**src/hw/rtl/pdc_pkg.sv**
```systemverilog
// Shared types, widths and constants for the pad digit coalescer.
package pdc_pkg;

  localparam int DET_W = 11;
  localparam int PAD_W = 16;
  localparam int ADC_W = 32;
  localparam int SMP_W = 10;
  localparam int KEY_W = DET_W + PAD_W;

  localparam int MAX_DIGITS_DEF = 64;

  localparam logic [SMP_W-1:0] SAMPLES_MAX = 10'h3FF;

  localparam logic KIND_DIGIT = 1'b0;
  localparam logic KIND_END   = 1'b1;

  typedef struct packed {
    logic [DET_W-1:0] det_id;
    logic [PAD_W-1:0] pad_id;
    logic [ADC_W-1:0] adc;
    logic [SMP_W-1:0] samples;
    logic             saturated;
  } entry_t;

  // Commands from the controller to the datapath.
  typedef struct packed {
    logic cap_in;
    logic find;
    logic rd_hit;
    logic insert;
    logic drop;
    logic merge;
    logic rd_emit;
    logic emit_load;
    logic emit_empty;
    logic clear_event;
  } cmd_t;

  // Status from the datapath to the controller.
  typedef struct packed {
    logic hit;
    logic full;
    logic empty;
    logic emit_last;
    logic out_free;
  } sts_t;

endpackage

```
**src/hw/rtl/pdc_ctrl.sv**
```systemverilog
// Controller state machine: sequences match, merge and result emission.
module pdc_ctrl (
  input  logic          clk,
  input  logic          rst,
  input  logic          in_valid,
  output logic          in_stall,
  input  logic          kind,
  input  pdc_pkg::sts_t sts,
  output pdc_pkg::cmd_t cmd
);

  typedef enum logic [2:0] {
    S_IDLE,
    S_FIND,
    S_UPDATE,
    S_MERGE,
    S_EMIT_RD,
    S_EMIT_OUT,
    S_EMPTY
  } state_t;

  state_t state;
  state_t state_next;
  logic   accept;

  assign accept = in_valid && !in_stall;

  always_comb begin
    state_next = state;
    cmd        = '0;
    case (state)
      S_IDLE: begin
        if (accept) begin
          cmd.cap_in = 1'b1;
          if (kind == pdc_pkg::KIND_DIGIT) begin
            state_next = S_FIND;
          end else if (sts.empty) begin
            state_next = S_EMPTY;
          end else begin
            state_next = S_EMIT_RD;
          end
        end
      end
      S_FIND: begin
        cmd.find   = 1'b1;
        state_next = S_UPDATE;
      end
      S_UPDATE: begin
        if (sts.hit) begin
          cmd.rd_hit = 1'b1;
          state_next = S_MERGE;
        end else begin
          if (sts.full) begin
            cmd.drop = 1'b1;
          end else begin
            cmd.insert = 1'b1;
          end
          state_next = S_IDLE;
        end
      end
      S_MERGE: begin
        cmd.merge  = 1'b1;
        state_next = S_IDLE;
      end
      S_EMIT_RD: begin
        cmd.rd_emit = 1'b1;
        state_next  = S_EMIT_OUT;
      end
      S_EMIT_OUT: begin
        if (sts.out_free) begin
          cmd.emit_load = 1'b1;
          if (sts.emit_last) begin
            cmd.clear_event = 1'b1;
            state_next      = S_IDLE;
          end else begin
            state_next = S_EMIT_RD;
          end
        end
      end
      S_EMPTY: begin
        if (sts.out_free) begin
          cmd.emit_empty  = 1'b1;
          cmd.clear_event = 1'b1;
          state_next      = S_IDLE;
        end
      end
      default: begin
        state_next = S_IDLE;
      end
    endcase
  end

  // The input is held off for as long as an item is still being worked on.
  always_ff @(posedge clk) begin
    if (rst) begin
      state    <= S_IDLE;
      in_stall <= 1'b0;
    end else begin
      state    <= state_next;
      in_stall <= (state_next != S_IDLE);
    end
  end

  a_stall_tracks_busy: assert property (@(posedge clk) disable iff (rst)
    in_stall == (state != S_IDLE))
    else $error("input stall out of step with controller state");

  a_merge_follows_read: assert property (@(posedge clk) disable iff (rst)
    cmd.merge |-> $past(cmd.rd_hit))
    else $error("merge without a preceding entry read");

  a_emit_follows_read: assert property (@(posedge clk) disable iff (rst)
    (state == S_EMIT_OUT && $past(state) != S_EMIT_OUT) |-> $past(cmd.rd_emit))
    else $error("result load entered without an entry read");

endmodule

```
**config.mk**
```make
export PLATFORM = sky130hd
export DESIGN_NAME = pdc_ctrl
export DESIGN_NICKNAME = d
export VERILOG_FILES = /design/src/hw/rtl/pdc_pkg.sv /design/src/hw/rtl/pdc_ctrl.sv
export SDC_FILE = /design/constraint.sdc
export NUM_CORES = 1
export LEC_CHECK = 0
export ABC_CLOCK_PERIOD_IN_PS = 1220
export BUFFER_PORTS_ARGS = -buffer_cell sky130_fd_sc_hd__buf_4
export CAP_MARGIN = 20
export CELL_PAD_IN_SITES_DETAIL_PLACEMENT = 0
export CELL_PAD_IN_SITES_GLOBAL_PLACEMENT = 2
export CORE_UTILIZATION = 18
export CTS_CLUSTER_SIZE = 24
export DETAILED_ROUTE_END_ITERATION = 8
export GPL_ROUTABILITY_DRIVEN = 1
export HOLD_SLACK_MARGIN = 0.02
export PLACE_DENSITY_LB_ADDON = 0.08
export SLEW_MARGIN = 20
export SYNTH_ARGS = -nofsm -noshare
export SYNTH_HDL_FRONTEND = slang
export SYNTH_SLANG_ARGS = --single-unit
```
**constraint.sdc**
```tcl
create_clock -name clk -period 1.22 [get_ports clk]
set_input_delay 0.122 -clock clk [delete_from_list [all_inputs] [get_ports clk]]
set_output_delay 0.122 -clock clk [all_outputs]
set_load 0.01 [all_outputs]
```
==> impl_metrics.toml, run 1 <==
[pwr]
power_mw = 1.02
vdd_drop_max_uv = 629
powerDensity_nw_per_um2 = 1390
leakage_nw = 0.317

[synth]
yosysWarningCount = 0
synth_top_area_share_pct = 24.1
synthFlopType = "dfxtp_1"
synthArstFlopShare_pct = 0
synth_edf_count = 0
syn_area_um2 = 333
syn_area_per_cell_um2 = 7.92
yosys-top-cells-count = "5 x nand2_1, 4 x dfxtp_1, 4 x nor2_1"
ys_seq_area_share_pct = 24.1
synthCells = 42
synth_top_family_by_area = "simple AND/OR/NAND/NOR gates"
synth.most_common_cell = "nand2_1"
yosysTopAreaCell = "dfxtp_1"
syn_nets = 51
synth_fa_ha_area_share_pct = 0
synthXorXnorAreaFrac_pct = 0
synth_area_leaders = "dfxtp_1 24%, buf_6 6.8%, nor3b_1 6.8%, nand2_1 5.6%, and4bb_4 4.9%"
synth-simple-area-share_pct = 54.9
synth_cell_type_count = 24
synth_mux_area_share_pct = 0
synth-seq-cells = 4
synth_compound_area_share_pct = 10.9

[critical_path]
r2r-start = "state[1]"
cp-startpoint = "state[1]"
crit_type = "register to register"
path_max_fanout = 6
crit_arrival_ns = 1.44
critPathLaunchType = "register"
end_kind = "register"
crit_required_ns = 1.33

[placement]
pre_cts_slack_ns = -0.153
dp_hpwl_um = 786
numPortBuffers = 19
placed_area_um2 = 576
place.gp.congestion = 0.682
dp_cells = 96

[cells_and_area]
area_growth_pct = 120
design_area_um2 = 733
drive_above_1_share_pct = 74.7
fill_cells = 192
fin_util_pct = 42.5
finalNonFillerCells = 104
layout.nets = 90
diodes = 0

[clock_network]
h-tree-depth = 1
cts_sinks = 4
cts_tree = "built"
clockBufferDepth = 2
cts_root_buffer = "clkbuf_4"
ctsHoldBuffers = 0
clk_pin_slew_ns = 0.03
clk-insertion-delay-late_ns = 0.23
numCtsBuffers = 3

[global_route]
grt_overflow = 0
track_usage_pct = 11.9
grt_first_pass_wirelength_um = 1780
grt_max_degree = 7
grt_pass1_vias = 443
grt_antenna_before_repair = 0

[floorplanning]
coreArea_um2 = 1730
num_rows = 15
die_area_um2 = 2030
die_y_um = 45
io_pins = 20
die_w_um = 45
initial_core_util_pct = 19.3

[run_status]
run_status = "finished, violations left"
violations = "negative setup slack"

[sta]
worst_pin_slew_ns = 0.199
skew_ns = 0.00547
timing.hold.ws_ns = 0.177
finalWorstSetupSlack_ns = -0.109
rsz0062_at_grt = "true"
timing.final.crit_share_pct = 109
finalCriticalPeriod_ns = 1.33
slew_viol_final = 0
slew_headroom_pct = 86.7
setup_viol = 10
setup_tns_ns = -0.538
hold_viol_final = 0
fmax_ghz = 0.753

[flow_run]
maxCapViolCount = 0

[detailed_routing]
wl_per_cell_um = 10.6
routed_wirelength_um = 1100
antenna_left = 0
drt_iter0_drc = 2
vias = 431
drtPass1Iterations = 2
via_per_inst = 4.14
drc = 0

[worst_hold_path]
min_path_type = "input pin to register"
hp-start = "sts[2]"
[cell families after synthesis]
logic type             count (synthesis)
AOI/OAI and AO/OA                      6
buffers and inverters                  4
DFF                                    4
and+or+nand+nor                       28
[layout make-up]
type / count / area (um^2) / share of cell area, %
Timing Repair Buffer: 37 / 308 / 42.0
Multi-Input combinational cell: 34 / 279 / 38.1
Sequential cell: 4 / 88.8 / 12.1
Tap cell: 25 / 31.3 / 4.27
Clock buffer: 3 / 22.5 / 3.07
Inverter: 1 / 3.75 / 0.512
[where the power goes]
part	internal [mW]	switching, mW
sequential	0.178	0.0544
combinational	0.378	0.250
clock	0.110	0.0509
total	0.666	0.355
[state kept, by name (all words and copies together), names as in the netlist]
signal,cells
in_stall,1
state,3
[cell usage in the layout (no fill, tap or decap), drive strengths merged]
cell	instances
clkbuf	3
dfxtp	4
nor3b	4
and2	1
nand2b	2
nand2	5
nor2b	1
nor2	4
a21oi	4
o22ai	1
nand4	1
nand3	2
and4bb	2
or2b	1
nor3	2
buf	37
nand3b	2
inv	1
a31oi	1
or3	1
[metal layers]
metal | vias to the layer above | track usage [%] | part of all wire [%]
li1 | 222 | - | -
met1 | 197 | 15.1 | 45
met2 | 12 | 20.3 | 50
met3 | 0 | 1.20 | 4.7
met4 | 0 | 5.45 | 0
met5 | - | 0 | 0
[repair_timing]
| action | 4_1_cts | 5_1_grt |
|---|---|---|
| setup endpoints to repair | 11 | 11 |
| cloned | 0 | 0 |
| resized for setup | 20 | 8 |
| pin swaps | 9 | 5 |
| buffers inserted | 4 | 1 |
[final timing paths]
check	end	depth (start not counted)	slack, ns
worst max-delay path	in_stall	6	-0.11
worst min-delay path	state[1]	3	0.18
worst max register to register	in_stall	6	-0.11
worst min register to register	state[2]	3	0.63
[critical path, cell delays in order, from the launching register on]
cell	delay (ns)
dfxtp_4	0.37
buf_6	0.13
buf_6	0.09
a21oi_1	0.03
nor2b_1	0.12
o22ai_1	0.10
or3_1	0.37
Power figures use the tool's default switching activity.
==> inputs of run 2 (changes only) <==
--- a/config.mk
+++ b/config.mk
@@ -5,16 +5,18 @@
 export SDC_FILE = /design/constraint.sdc
 export NUM_CORES = 1
 export LEC_CHECK = 0
+export ABC_AREA = 1
 export ABC_CLOCK_PERIOD_IN_PS = 1220
 export BUFFER_PORTS_ARGS = -buffer_cell sky130_fd_sc_hd__buf_4
 export CAP_MARGIN = 20
 export CELL_PAD_IN_SITES_DETAIL_PLACEMENT = 0
 export CELL_PAD_IN_SITES_GLOBAL_PLACEMENT = 2
-export CORE_UTILIZATION = 18
+export CORE_UTILIZATION = 16
 export CTS_CLUSTER_SIZE = 24
 export DETAILED_ROUTE_END_ITERATION = 8
 export GPL_ROUTABILITY_DRIVEN = 1
 export HOLD_SLACK_MARGIN = 0.02
+export MAX_ROUTING_LAYER = met4
 export PLACE_DENSITY_LB_ADDON = 0.08
 export SLEW_MARGIN = 20
 export SYNTH_ARGS = -nofsm -noshare
==> run 2 against run 1 <==
The run still ends with negative setup slack left. Count of clock-buffer cells in the layout stayed put. Synthesized cell count is 26% higher. Non-clock buffer count shrank 11. Flip-flop and latch count unchanged. Die area increased by 6.7%. Maximum frequency is 6.0% higher. Setup slack better by 0.076 ns. Synthesized area down 4.9%. Global-route usage down 2.1 points. Final area decreased by 15%. Largest power group unchanged. Highest routed layer unchanged.
==> impl_metrics.toml, run 2 <==
[run_status]
run_status = "finished, violations left"
violations = "negative setup slack"

[pwr]
p_comb_share_pct = 51.5
p_seq_share_pct = 28.4
p_int_mw = 0.500
leakage_nw = 0.335
powerDensity_nw_per_um2 = 1340
p_switching_mw = 0.332
p_sw_share_pct = 39.9
vdd_drop_max_uv = 735
clkPwrFrac_pct = 20.1
power_mw = 0.832

[clock_network]
ctsHoldBuffers = 0
cts_sinks = 4
clockBufferDepth = 2
cts_root_buffer = "clkbuf_4"
cts_tree = "built"
clk-insertion-delay-late_ns = 0.24
numCtsBuffers = 3
h-tree-depth = 1
clk_pin_slew_ns = 0.04

[floorplanning]
die_y_um = 46.5
num_rows = 15
die_w_um = 46.5
initial_core_util_pct = 17.8
io_pins = 20
die_area_um2 = 2160
coreArea_um2 = 1780

[flow_run]
maxCapViolCount = 0

[critical_path]
critPathLaunchType = "register"
reg2reg_slack_ns = 0.10
timing.rr.end = "in_stall"
crit_type = "register to output port"
cp.buffers_inverters = 2
cp_slowest_cell = "dfxtp_4"
critPathTopFamily = "flip-flops"
ff2ff_path_depth = 8
max_stage_delay_ns = 0.40
end_kind = "output port"
r2r-start = "state[2]"
path_max_fanout = 6
crit_arrival_ns = 1.13
crit_required_ns = 1.10
cp_cell_sequence = "inv_6, nor2_4, nand2_2, o22ai_2, buf_4"

[placement]
place.gp.congestion = 0.686
numPortBuffers = 19
dp_cells = 98
dp_hpwl_um = 733
placed_area_um2 = 494
pre_cts_slack_ns = 0.0386

[sta]
setup_viol = 2
timing.final.crit_share_pct = 103
slew_headroom_pct = 87.0
slew_viol_final = 0
finalCriticalPeriod_ns = 1.25
fmax_ghz = 0.798
setup_tns_ns = -0.0402
rsz0062_at_grt = "true"
timing.hold.ws_ns = 0.0536
worst_pin_slew_ns = 0.195
hold_viol_final = 0
skew_ns = 0.00245
finalWorstSetupSlack_ns = -0.0330

[detailed_routing]
drc = 0
vias = 447
routed_wirelength_um = 1060
antenna_left = 0
drt_iter0_drc = 4
wl_per_cell_um = 10.0
drtPass1Iterations = 3
via_per_inst = 4.22

[synth]
syn_nets = 62
synthArstFlopShare_pct = 0
synth_compound_area_share_pct = 5.14
yosysWarningCount = 0
synth_cell_type_count = 16
synth_top_area_share_pct = 25.3
syn_area_um2 = 317
synth-seq-cells = 4
synthCells = 53
syn_area_per_cell_um2 = 5.97
synth_edf_count = 0
synth_mux_area_share_pct = 0
synth_top_family_by_area = "simple AND/OR/NAND/NOR gates"
synthXorXnorAreaFrac_pct = 0
synth_area_leaders = "dfxtp_1 25%, nor2_1 14%, nand2_1 13%, inv_1 8.3%, nand3_1 7.9%"
yosys-top-cells-count = "12 x nor2_1, 11 x nand2_1, 7 x inv_1"
synth.most_common_cell = "nor2_1"
yosysTopAreaCell = "dfxtp_1"
synth_fa_ha_area_share_pct = 0
synthFlopType = "dfxtp_1"
synth-simple-area-share_pct = 55.3
ys_seq_area_share_pct = 25.3

[cells_and_area]
layout.nets = 92
fill_cells = 205
largest_reg_flops = 3
layout_commonest_cell = "buf_4"
max_flop_register = "state"
fin_util_pct = 34.9
design_area_um2 = 622
reg.largest.list = "state (3), in_stall (1)"
mostFrequentLayoutCells = "25 x buf_4, 10 x nand2_1, 10 x nor2_1"
diodes = 0
drive_above_1_share_pct = 56.8
finalNonFillerCells = 106
area_growth_pct = 96.4

[worst_hold_path]
hold_depth = 2
hp-start = "rst"
holdPathEnd = "state[2]"
min_path_type = "input pin to register"

[global_route]
grt_overflow = 0
grt_max_degree = 10
grt_first_pass_wirelength_um = 1410
grt_pass1_vias = 340
grt_antenna_before_repair = 0
track_usage_pct = 9.86
-- run 2: routing by layer --
metal,vias to the layer above,wire length [um],GRT usage (%)
li1,224,-,-
met1,208,442,12.5
met3,0,87,3.92
met4,0,0,5.29
met2,15,529,13.1
met5,-,0,-
-- run 2: final cells by class --
cell class              count  area (um^2)  share of cell area (%)
clock buffers               3         22.5                    3.62
inverters                   9         41.3                    6.64
multi-input cells          39          239                    38.4
flip-flops and latches      4         88.8                    14.3
well taps                  25         31.3                    5.03
repair buffers             26          199                    32.0
-- run 2: worst max-delay path by stage --
| stage | from | end | cells after the start |
|---|---|---|---|
| floorplan | state[0] | cmd[5] | 3 |
| global placement | state[1] | in_stall | 7 |
| detailed placement | state[1] | in_stall | 7 |
| CTS | state[0] | cmd[0] | 4 |
| global route | state[2] | cmd[0] | 5 |
| finish | state[2] | cmd[0] | 5 |
-- run 2: repair_timing --
item / 4_1_cts / 5_1_grt
buffers inserted: 2 / 3
pin swaps: 0 / 3
gates resized for setup: 8 / 11
hold endpoints to repair: 0 / 0
endpoints found under the setup margin: 9 / 9
-- run 2: power groups by stage --
stage / clock network [mW] / logic [mW] / registers (mW)
4_1_cts: 0.179 / 0.371 / 0.220
6_report: 0.167 / 0.428 / 0.236
3_3_place_gp: 0 / 0.350 / 0.212
5_1_grt: 0.189 / 0.482 / 0.243
3_5_place_dp: 0 / 0.341 / 0.214
2_1_floorplan: 0 / 0.211 / 0.202
-- run 2: logic make-up (layout without fill, tap and decap cells) --
group / count (synthesis) / in the layout
simple gates: 36 / 36
buf+inv: 10 / 38
flops: 4 / 4
compound gates: 3 / 3
-- run 2: worst register-to-register path: cells and delay by family, from the launching register on --
| family | cells | cell delay [ns] |
|---|---|---|
| simple gates | 6 | 0.42 |
| flops | 1 | 0.40 |
| buf+inv | 2 | 0.19 |
==> inputs of run 3 (changes only) <==
--- a/config.mk
+++ b/config.mk
@@ -9,11 +9,10 @@
 export ABC_CLOCK_PERIOD_IN_PS = 1220
 export BUFFER_PORTS_ARGS = -buffer_cell sky130_fd_sc_hd__buf_4
 export CAP_MARGIN = 20
-export CELL_PAD_IN_SITES_DETAIL_PLACEMENT = 0
-export CELL_PAD_IN_SITES_GLOBAL_PLACEMENT = 2
-export CORE_UTILIZATION = 16
+export CORE_AREA = 2 2 39 41
 export CTS_CLUSTER_SIZE = 24
 export DETAILED_ROUTE_END_ITERATION = 8
+export DIE_AREA = 0 0 41 43
 export GPL_ROUTABILITY_DRIVEN = 1
 export HOLD_SLACK_MARGIN = 0.02
 export MAX_ROUTING_LAYER = met4
==> run 3 against run 2 <==
The run now ends clean. Critical path depth shrank 1. Setup slack gained 0.049 ns. Global-route usage grew 1.1 points. Combinational power shrank 12%. Total power shrank 6.9%. Utilization grew 6.3 points. Routed wire length shrank 25%. Die area shrank 18%. Largest cell class unchanged.
==> impl_metrics.toml, run 3 (synthesized netlist as in run 2, its figures left out) <==
[sta]
worst_pin_slew_ns = 0.165
finalWorstSetupSlack_ns = 0.0162
finalCriticalPeriod_ns = 1.20
setup_viol = 0
setup_tns_ns = 0
slew_headroom_pct = 89.0
slew_viol_final = 0
rsz0062_at_grt = "true"
hold_viol_final = 0
fmax_ghz = 0.831
skew_ns = 0.00417
timing.hold.ws_ns = 0.0525
timing.final.crit_share_pct = 98.7

[floorplanning]
die_area_um2 = 1760
coreArea_um2 = 1380
die_y_um = 43
die_w_um = 41
io_pins = 20
initial_core_util_pct = 22.9
num_rows = 14

[global_route]
grt_first_pass_wirelength_um = 1260
grt_pass1_vias = 344
grt_max_degree = 10
track_usage_pct = 11.0
grt_overflow = 0
grt_antenna_before_repair = 0

[run_status]
run_status = "completed"

[cells_and_area]
finalNonFillerCells = 93
area_growth_pct = 79.8
largest_reg_flops = 3
mostFrequentLayoutCells = "20 x buf_4, 12 x nor2_1, 10 x nand2_1"
reg.largest.list = "state (3), in_stall (1)"
drive_above_1_share_pct = 50.6
max_flop_register = "state"
layout_commonest_cell = "buf_4"
layout.nets = 88
diodes = 0

[critical_path]
cp-startpoint = "state[2]"
cp_slowest_cell = "dfxtp_4"
cp_cell_sequence = "inv_4, nand3_2, nor3b_2, buf_4"
crit_arrival_ns = 1.08
end_kind = "output port"
r2r-start = "state[0]"
timing.rr.end = "in_stall"
ff2ff_path_depth = 8
max_stage_delay_ns = 0.37
path_max_fanout = 6
crit_required_ns = 1.10
reg2reg_slack_ns = 0.13
crit_type = "register to output port"
critPathLaunchType = "register"

[pwr]
clkPwrFrac_pct = 21.0
p_int_mw = 0.474
leakage_nw = 0.316
p_switching_mw = 0.300
p_seq_share_pct = 30.4
powerDensity_nw_per_um2 = 1360
p_comb_share_pct = 48.6
p_sw_share_pct = 38.8
vdd_drop_max_uv = 624

[placement]
dp_hpwl_um = 620
dp_cells = 87
pre_cts_slack_ns = 0.0396
numPortBuffers = 19
place.gp.congestion = 0.712

[detailed_routing]
vias = 404
wl_per_cell_um = 8.51
antenna_left = 0
routed_wirelength_um = 791
drt_iter0_drc = 5
drtPass1Iterations = 2
drc = 0
via_per_inst = 4.34

[clock_network]
cts_sinks = 4
clk_pin_slew_ns = 0.03
ctsHoldBuffers = 0
cts_root_buffer = "clkbuf_4"
h-tree-depth = 1
clk-insertion-delay-late_ns = 0.23
cts_tree = "built"
numCtsBuffers = 3
clockBufferDepth = 2

[worst_hold_path]
holdPathEnd = "state[0]"
hold_depth = 2
min_path_type = "input pin to register"
hp-start = "rst"

[flow_run]
maxCapViolCount = 0
run 3: cell count changes in the layout (fill, tap and decap cells not counted), sizes merged:
cell,before,now
buf,26,22
run 3: power by group through the flow:
stage               registers, mW  clock network [mW]  logic, mW
finish                      0.236               0.162      0.376
global route                0.243               0.179      0.427
CTS                         0.225               0.172      0.337
detailed placement          0.217                   0      0.313
global placement            0.220                   0      0.319
floorplan                   0.202                   0      0.211
run 3: final cells by class:
type | instances | area (um^2)
multi-input combinational | 39 | 221
tap | 16 | 20.0
sequential | 4 | 91.3
fill | 152 | 815
clock buffer | 3 | 22.5
timing repair buffer | 22 | 173
inverter | 9 | 41.3
run 3: how the worst max path moves through the flow:
| stage | to | slack (ns) |
|---|---|---|
| 2_1_floorplan | cmd[5] | 0.23 |
| 3_3_place_gp | in_stall | 0.01 |
| 3_5_place_dp | in_stall | 0.04 |
| 4_1_cts | cmd[5] | 0.003 |
| 5_1_grt | cmd[5] | -0.06 |
| 6_report | cmd[5] | 0.02 |
run 3: through the flow:
stage / area (um^2) / utilization [%] / total power [mW]
floorplan: 317 / - / 0.413
global placement: 468 / 33.8 / 0.539
detailed placement: 468 / 33.8 / 0.530
CTS: 522 / 37.7 / 0.734
global route: 569 / 41.1 / 0.850
finish: 569 / 41.1 / 0.774
run 3: repair_timing:
action | in CTS | in global routing
pin swaps | 0 | 3
endpoints found under the setup margin | 8 | 9
gates resized for setup | 7 | 10
buffers inserted | 2 | 1
run 3: per-layer routing:
layer,up-vias,global-route usage (%),wire (um),share of wire [%]
li1,216,-,-,-
met1,180,12.5,347,44
met2,8,15.6,393,50
met3,0,1.57,50,6.3
met4,0,10.0,0,0
met5,-,-,0,0
run 3: worst max-delay path: cells and delay by family (launching register included):
family                 cells  cell delay (ns)
buffers and inverters      2             0.23
AND/OR/NAND/NOR            2             0.26
flip-flops                 1             0.37
